## src/hw/rtl/lcd_line_mode_sequencer_top_assert.svh

```systemverilog
// ----------------------------------------------------------------------------
// LCD line mode sequencer assertion macros
// Shared concurrent assertion forms, clocked on clk, disabled in reset.
// ----------------------------------------------------------------------------
`ifndef LCD_LINE_MODE_SEQUENCER_TOP_ASSERT_SVH
`define LCD_LINE_MODE_SEQUENCER_TOP_ASSERT_SVH

// same-cycle implication
`define LMS_ASSERT_IMPL(label, ante, cons, msg) \
    label: assert property (@(posedge clk) disable iff (!rst_n) (ante) |-> (cons)) \
        else $error(msg);

// next-cycle implication
`define LMS_ASSERT_NEXT(label, ante, cons, msg) \
    label: assert property (@(posedge clk) disable iff (!rst_n) (ante) |=> (cons)) \
        else $error(msg);

`endif

```

## src/hw/rtl/lms_pkg.sv

```systemverilog
// ----------------------------------------------------------------------------
// LCD line mode sequencer package
// Payload types, mode and source codes, and default line counts.
// ----------------------------------------------------------------------------
package lms_pkg;

    localparam int LINE_W          = 8;
    localparam int SRC_W           = 4;
    localparam int VISIBLE_LINES_D = 144;
    localparam int TOTAL_LINES_D   = 154;

    localparam logic REQ_ADVANCE   = 1'b0;
    localparam logic REQ_WRITE_CMP = 1'b1;

    localparam logic [1:0] MODE_HBLANK = 2'd0;
    localparam logic [1:0] MODE_VBLANK = 2'd1;
    localparam logic [1:0] MODE_OAM    = 2'd2;
    localparam logic [1:0] MODE_DRAW   = 2'd3;

    localparam int SRC_HBLANK = 0;
    localparam int SRC_VBLANK = 1;
    localparam int SRC_OAM    = 2;
    localparam int SRC_CMP    = 3;

    typedef enum logic [3:0] {
        ST_HBLANK = 4'b0001,
        ST_VBLANK = 4'b0010,
        ST_OAM    = 4'b0100,
        ST_DRAW   = 4'b1000
    } mode_state_t;

    typedef struct packed {
        logic              req_type;
        logic [LINE_W-1:0] compare_value;
    } in_item_t;

    typedef struct packed {
        logic [1:0]        display_mode;
        logic [LINE_W-1:0] current_line;
        logic              line_match;
        logic              vblank_request;
        logic              status_request;
    } out_item_t;

    typedef struct packed {
        logic              step_en;
        logic [SRC_W-1:0]  enables;
    } step_ctrl_t;

    function automatic logic [1:0] mode_code(input mode_state_t s);
        logic [1:0] code;
        unique case (s)
            ST_HBLANK: code = MODE_HBLANK;
            ST_VBLANK: code = MODE_VBLANK;
            ST_OAM:    code = MODE_OAM;
            ST_DRAW:   code = MODE_DRAW;
            default:   code = MODE_OAM;
        endcase
        return code;
    endfunction

endpackage

```

## src/hw/rtl/lms_step_core.sv

```systemverilog
// ----------------------------------------------------------------------------
// LCD line mode sequencer step core
// Holds mode, line, compare and source state; computes one transaction's
// result from the registered input and commits the state on step_en.
// ----------------------------------------------------------------------------
`include "lcd_line_mode_sequencer_top_assert.svh"

module lms_step_core
    import lms_pkg::*;
#(
    parameter int VISIBLE_LINES = VISIBLE_LINES_D,
    parameter int TOTAL_LINES   = TOTAL_LINES_D
) (
    input  logic       clk,
    input  logic       rst_n,
    input  step_ctrl_t ctrl,
    input  in_item_t   item,
    output out_item_t  result
);

    localparam logic [LINE_W-1:0] VIS_LINE = LINE_W'(VISIBLE_LINES);
    localparam logic [LINE_W-1:0] TOT_LINE = LINE_W'(TOTAL_LINES);

    mode_state_t       mode_reg, mode_next;
    logic [LINE_W-1:0] line_reg, line_next;
    logic [LINE_W-1:0] compare_reg, compare_next;
    logic              match_flag_reg, match_flag_next;
    logic [SRC_W-1:0]  source_bits_reg, source_bits_next;
    logic              vblank_req;
    logic [LINE_W-1:0] line_inc;

    always_comb
    begin
        mode_next        = mode_reg;
        line_next        = line_reg;
        compare_next     = compare_reg;
        match_flag_next  = match_flag_reg;
        source_bits_next = source_bits_reg;
        vblank_req       = 1'b0;
        line_inc         = line_reg + LINE_W'(1);

        if (item.req_type == REQ_WRITE_CMP)
        begin
            compare_next = item.compare_value;
        end
        else
        begin
            unique case (mode_reg)
                ST_HBLANK:
                begin
                    line_next = line_inc;
                    source_bits_next[SRC_HBLANK] = 1'b0;
                    if (line_inc == VIS_LINE)
                    begin
                        mode_next  = ST_VBLANK;
                        vblank_req = 1'b1;
                        source_bits_next[SRC_VBLANK] = ctrl.enables[SRC_VBLANK]
                                                     | source_bits_reg[SRC_VBLANK];
                    end
                    else
                    begin
                        mode_next = ST_OAM;
                        source_bits_next[SRC_OAM] = ctrl.enables[SRC_OAM]
                                                  | source_bits_reg[SRC_OAM];
                    end
                end
                ST_VBLANK:
                begin
                    line_next = line_inc;
                    if (line_inc == TOT_LINE)
                    begin
                        line_next = '0;
                        mode_next = ST_OAM;
                        source_bits_next[SRC_VBLANK] = 1'b0;
                        source_bits_next[SRC_OAM] = ctrl.enables[SRC_OAM]
                                                  | source_bits_reg[SRC_OAM];
                    end
                end
                ST_OAM:
                begin
                    mode_next = ST_DRAW;
                    source_bits_next[SRC_OAM] = 1'b0;
                end
                ST_DRAW:
                begin
                    mode_next = ST_HBLANK;
                    source_bits_next[SRC_HBLANK] = ctrl.enables[SRC_HBLANK]
                                                 | source_bits_reg[SRC_HBLANK];
                end
                default:
                begin
                    mode_next = ST_OAM;
                end
            endcase
        end

        // line compare; held unchanged while oam scan or drawing advances
        if (item.req_type == REQ_WRITE_CMP || mode_reg == ST_HBLANK
            || mode_reg == ST_VBLANK)
        begin
            match_flag_next = (line_next == compare_next);
            // a line step clears the compare source before the new compare
            if (item.req_type == REQ_WRITE_CMP)
            begin
                source_bits_next[SRC_CMP] = match_flag_next
                    & (ctrl.enables[SRC_CMP] | source_bits_reg[SRC_CMP]);
            end
            else
            begin
                source_bits_next[SRC_CMP] = match_flag_next & ctrl.enables[SRC_CMP];
            end
        end

        result.display_mode   = mode_code(mode_next);
        result.current_line   = line_next;
        result.line_match     = match_flag_next;
        result.vblank_request = vblank_req;
        result.status_request = (source_bits_reg == '0) && (source_bits_next != '0);
    end

    always_ff @(posedge clk or negedge rst_n)
    begin
        if (!rst_n)
        begin
            mode_reg        <= ST_OAM;
            line_reg        <= '0;
            compare_reg     <= '0;
            match_flag_reg  <= 1'b1;
            source_bits_reg <= '0;
        end
        else if (ctrl.step_en)
        begin
            mode_reg        <= mode_next;
            line_reg        <= line_next;
            compare_reg     <= compare_next;
            match_flag_reg  <= match_flag_next;
            source_bits_reg <= source_bits_next;
        end
    end

    `LMS_ASSERT_IMPL(a_match_consistent, 1'b1,
        match_flag_reg == (line_reg == compare_reg), "match flag out of sync with line")
    `LMS_ASSERT_IMPL(a_vblank_req_mode, ctrl.step_en && result.vblank_request,
        result.display_mode == MODE_VBLANK, "vblank request outside vblank entry")
    `LMS_ASSERT_IMPL(a_status_from_zero, ctrl.step_en && result.status_request,
        source_bits_reg == '0, "status request with sources already active")
    `LMS_ASSERT_NEXT(a_write_keeps_timing, ctrl.step_en && item.req_type == REQ_WRITE_CMP,
        $stable(line_reg) && $stable(mode_reg), "compare write moved mode or line")

endmodule

```

## src/hw/rtl/lcd_line_mode_sequencer_top.sv

```systemverilog
// ----------------------------------------------------------------------------
// LCD line mode sequencer top level
// Input register, step core and result register with valid/ready channels.
// ----------------------------------------------------------------------------
// Accepts one transaction per clock cycle while the output is not stalled; a
// transaction is held in the input register until the result register is free
// or being emptied, then its result is captured in the result register and
// offered on the output until out_ready takes it. The step core works out mode,
// line and source state between the two registers and commits it as the
// transaction moves on. The source enable register is written over the cfg
// channel, which is always ready.

module lcd_line_mode_sequencer_top
    import lms_pkg::*;
#(
    parameter int VISIBLE_LINES = VISIBLE_LINES_D,
    parameter int TOTAL_LINES   = TOTAL_LINES_D
) (
    input  logic             clk,
    input  logic             rst_n,
    input  logic             cfg_valid,
    output logic             cfg_ready,
    input  logic [SRC_W-1:0] cfg_data,
    input  logic             in_valid,
    output logic             in_ready,
    input  in_item_t         in_data,
    output logic             out_valid,
    input  logic             out_ready,
    output out_item_t        out_data
);

    logic             in_valid_reg;
    in_item_t         in_item_reg;
    logic             out_valid_reg;
    out_item_t        out_item_reg;
    logic [SRC_W-1:0] enables_reg;
    logic             advance;
    step_ctrl_t       ctrl;
    out_item_t        step_result;

    assign advance   = in_valid_reg && (!out_valid_reg || out_ready);
    assign in_ready  = !in_valid_reg || advance;
    assign cfg_ready = 1'b1;
    assign out_valid = out_valid_reg;
    assign out_data  = out_item_reg;

    assign ctrl.step_en = advance;
    assign ctrl.enables = enables_reg;

    lms_step_core #(
        .VISIBLE_LINES (VISIBLE_LINES),
        .TOTAL_LINES   (TOTAL_LINES)
    ) u_core (
        .clk    (clk),
        .rst_n  (rst_n),
        .ctrl   (ctrl),
        .item   (in_item_reg),
        .result (step_result)
    );

    always_ff @(posedge clk or negedge rst_n)
    begin
        if (!rst_n)
        begin
            in_valid_reg  <= 1'b0;
            out_valid_reg <= 1'b0;
            enables_reg   <= '0;
        end
        else
        begin
            if (in_ready)
            begin
                in_valid_reg <= in_valid;
            end
            if (advance)
            begin
                out_valid_reg <= 1'b1;
            end
            else if (out_ready)
            begin
                out_valid_reg <= 1'b0;
            end
            if (cfg_valid)
            begin
                enables_reg <= cfg_data;
            end
        end
    end

    always_ff @(posedge clk)
    begin
        if (in_ready && in_valid)
        begin
            in_item_reg <= in_data;
        end
        if (advance)
        begin
            out_item_reg <= step_result;
        end
    end

endmodule
```

## config.mk

```make
export PLATFORM = sky130hd
export DESIGN_NAME = lcd_line_mode_sequencer_top
export DESIGN_NICKNAME = d
export VERILOG_FILES = /design/src/hw/rtl/lms_pkg.sv /design/src/hw/rtl/lms_step_core.sv /design/src/hw/rtl/lcd_line_mode_sequencer_top.sv
export VERILOG_INCLUDE_DIRS = /design/src /design/src/hw/rtl
export SDC_FILE = /design/constraint.sdc
export NUM_CORES = 1
export LEC_CHECK = 0
export ABC_AREA = 1
export BUFFER_PORTS_ARGS = -buffer_cell sky130_fd_sc_hd__buf_2
export CORE_UTILIZATION = 35
export CTS_CLUSTER_SIZE = 20
export DETAILED_ROUTE_END_ITERATION = 10
export HOLD_SLACK_MARGIN = 0.05
export PLACE_DENSITY = 0.53
export SLEW_MARGIN = 20
export SYNTH_ARGS = -nofsm -noshare
export SYNTH_HDL_FRONTEND = slang
export SYNTH_SLANG_ARGS = --single-unit
```

## constraint.sdc

```tcl
create_clock -name clk -period 5.9 [get_ports clk]
set_input_delay 1.475 -clock clk [delete_from_list [all_inputs] [get_ports clk]]
set_output_delay 1.475 -clock clk [all_outputs]
set_load 0.01 [all_outputs]
```

==> results.sh <==
export IMPL_status="finished, final reports clean"
export IMPL_ctsResizeCount=0
export IMPL_row_count=31
export IMPL_cp_required_ps=4430
export IMPL_max_freq_ghz=0.298
export IMPL_synth_edf_count=22
export IMPL_rsz0062_at_grt="no"
export IMPL_regArea_um2=1440
export IMPL_drt_iter0_markers=153
export IMPL_yosys_warnings=0
export IMPL_setup_worst_path_end_class="output port"
export IMPL_gp_congestion=0.800
export IMPL_worstHoldPathType="reg2reg"
export IMPL_p_per_area_nw_per_um2=404
export IMPL_holdPathStages=2
export IMPL_finalMaxSlewViolations=0
export IMPL_grt_pass1_wl_mm=9.21
export IMPL_critPathKind="in2out"
export IMPL_maxCapViolations=0
export IMPL_multi_input_area_um2=1120
export IMPL_cp_max_fo=3
export IMPL_yosysSeqAreaShare=0.528
export IMPL_antenna_found_initial=0
export IMPL_max_slew_margin=0.481
export IMPL_firstDrtPassIters=4
export IMPL_clockBufferDepth=2
export IMPL_area_growth_pct=14.0
export IMPL_whs_endpoint="u_core.compare_reg[7]"
export IMPL_routed_wl_met3_um=156
export IMPL_core_region_area_um2=7410
export IMPL_routed_wl_met2_mm=2.26
export IMPL_vias=2047
export IMPL_yosys_most_used_dff="dfrtp_1"
export IMPL_synth_distinct_cells=39
export IMPL_diodes=0
export IMPL_grt_pass1_vias=1888
export IMPL_nets=366
export IMPL_wirelength_mm=5.33
export IMPL_die_h_um=90.2
export IMPL_cts_hold_buf=0
export IMPL_worstMarginPinSlew_ps=779
export IMPL_dp_hpwl_mm=3.90
export IMPL_root_buffer="clkbuf_8"
export IMPL_grt_start_max_net_pins=32
export IMPL_path_cells="buf_2 -> inv_1 -> nand3_1 -> buf_2"
export IMPL_htreeDepth=2
export IMPL_top_layer_used="met4"
export IMPL_cts_tree="built"
export IMPL_portBuffers=32
export IMPL_slowest_stage="buf_2"
export IMPL_ir_drop_v=0.000119
export IMPL_cts_setup_buffers=0
export IMPL_clk_pin_slew_worst_paths_ps=90
export IMPL_n_fill_cell=748
export IMPL_cts_sinks=53
export IMPL_fin_worst_skew_ps=9.25
export IMPL_finalCritPeriodShare=0.569
export IMPL_reg2reg_from="in_item_reg[8]"
export IMPL_initial_core_util=0.368
export IMPL_syn_nets=334
export IMPL_r2r_end="out_data[0]"
export IMPL_clk_latency_ps=310
export IMPL_min_delay_start="u_core.compare_reg[7]"
export IMPL_syn_cell_area_um2=2730
export IMPL_ioPinCount=34
export IMPL_max_stage_delay_ps=160
export IMPL_ant_nets=0
export IMPL_synth_cells=313
export IMPL_cp_arrival_ps=1880
export IMPL_holdWs_ps=494
export IMPL_path_common_cell="buf_2"
export IMPL_reg2reg_slack_ps=3020
export IMPL_die_w_um=90.2
export IMPL_tns_ps=0
export IMPL_die_area_um2=8140
export IMPL_largest_register_ffs=13
export IMPL_hold_viol=0
export IMPL_p_leak_uw=0.00140
export IMPL_total_power_uw=1260
export IMPL_track_usage=0.144
export IMPL_avgSynthCellArea_um2=8.71
export IMPL_ys_ff_latch=53
export IMPL_min_period_ps=3360
export IMPL_layout_drive_gt1_share=0.214
export IMPL_drt_vias_per_instance=4.60
export IMPL_synth_async_reset_ratio=0.585
export IMPL_wl_met1_mm=2.86
export IMPL_overflow=0
export IMPL_drt_wirelength_per_cell_um=12.0
export IMPL_numCtsBuffers=5
export IMPL_setup_violations=0
export IMPL_drc=0
export IMPL_reg2reg_depth=13
export IMPL_start_kind="primary input"
[worst max-delay path: cells and delay by family]
kind | cells | cell delay [ps]
buf+inv | 3 | 310
simple gates | 1 | 100
[placed cells by master (no fill, tap or decap), types with 5 or more instances in the layout]
cell      instances
inv_1            28
nor2_1           19
nand2_1          88
o21ai_0          34
or2_2             6
nand2_2           8
edfxtp_1         22
dfrtp_1          29
clkbuf_8          5
nor2_2            5
a21oi_1           6
nand3_1          12
buf_2            32
[synth_stat cells (all sizes together), types with 3 or more instances]
library cell   n  area, um2
nand4          4       25.0
a31oi          3       18.8
o211ai         3       22.5
nand3b         4       30.0
ha             3       37.5
or2            6       37.5
nor2          26        134
clkbuf         5       18.8
inv           32        123
buf            3       17.5
nor3           3       37.5
edfxtp        22        661
nand2         97        392
a21oi          6       30.0
dfrtp         29        726
o21ai         38        190
nand3         14       80.1
[report_power, final]
| part | internal (uW) | total [uW] | switching, uW | leakage (uW) |
|---|---|---|---|---|
| combinational | 148 | 434 | 286 | 0.000740 |
| sequential | 491 | 560 | 68.4 | 0.000599 |
| clock | 137 | 262 | 125 | 0.0000651 |
| total | 776 | 1260 | 479 | 0.00140 |
[layout make-up]
cell class / instances / share of cell area
sequential: 53 / 0.463
multi-input combinational: 218 / 0.360
clock inverter: 1 / 0.00282
tap: 99 / 0.0399
timing repair buffer: 33 / 0.0539
inverter: 34 / 0.0419
clock buffer: 7 / 0.0382
[metrics by stage]
| stage | cells | area, um2 | util | setup WS (ps) |
|---|---|---|---|---|
| after floorplan | 313 | 2730 | - | 2770 |
| after global placement | 437 | 2980 | 0.402 | 2500 |
| after CTS | 445 | 3110 | 0.420 | 2550 |
| final | 445 | 3110 | 0.420 | 2540 |
| after global routing | 445 | 3110 | 0.420 | 2450 |
| after detailed placement | 437 | 2980 | 0.402 | 2410 |
[kinds of logic (layout without fill, tap and decap cells)]
family / Yosys count / count (layout) / synth area share
xor+xnor: 3 / 3 / 0.00964
mux: 2 / 2 / 0.00781
buf+inv: 42 / 75 / 0.0611
compound gates: 52 / 52 / 0.101
simple gates: 157 / 157 / 0.277
fa+ha+maj: 3 / 3 / 0.0138
flops: 53 / 53 / 0.528
other cells: 1 / 1 / 0.00138
[worst max path at each step]
stage,cells after the start,startpoint,end
floorplan,2,out_ready,in_ready
global placement,8,out_ready,u_core.line_reg[7]
detailed placement,8,out_ready,u_core.line_reg[6]
CTS,4,out_ready,in_ready
global route,8,out_ready,u_core.line_reg[2]
finish,4,out_ready,in_ready
[routing by layer]
metal  vias up  global-route usage
met3         5              0.0288
met2        36               0.220
met5         -                   0
li1       1093                   -
met1       913               0.206
met4         0              0.0403
Power figures use the tool's default switching activity.
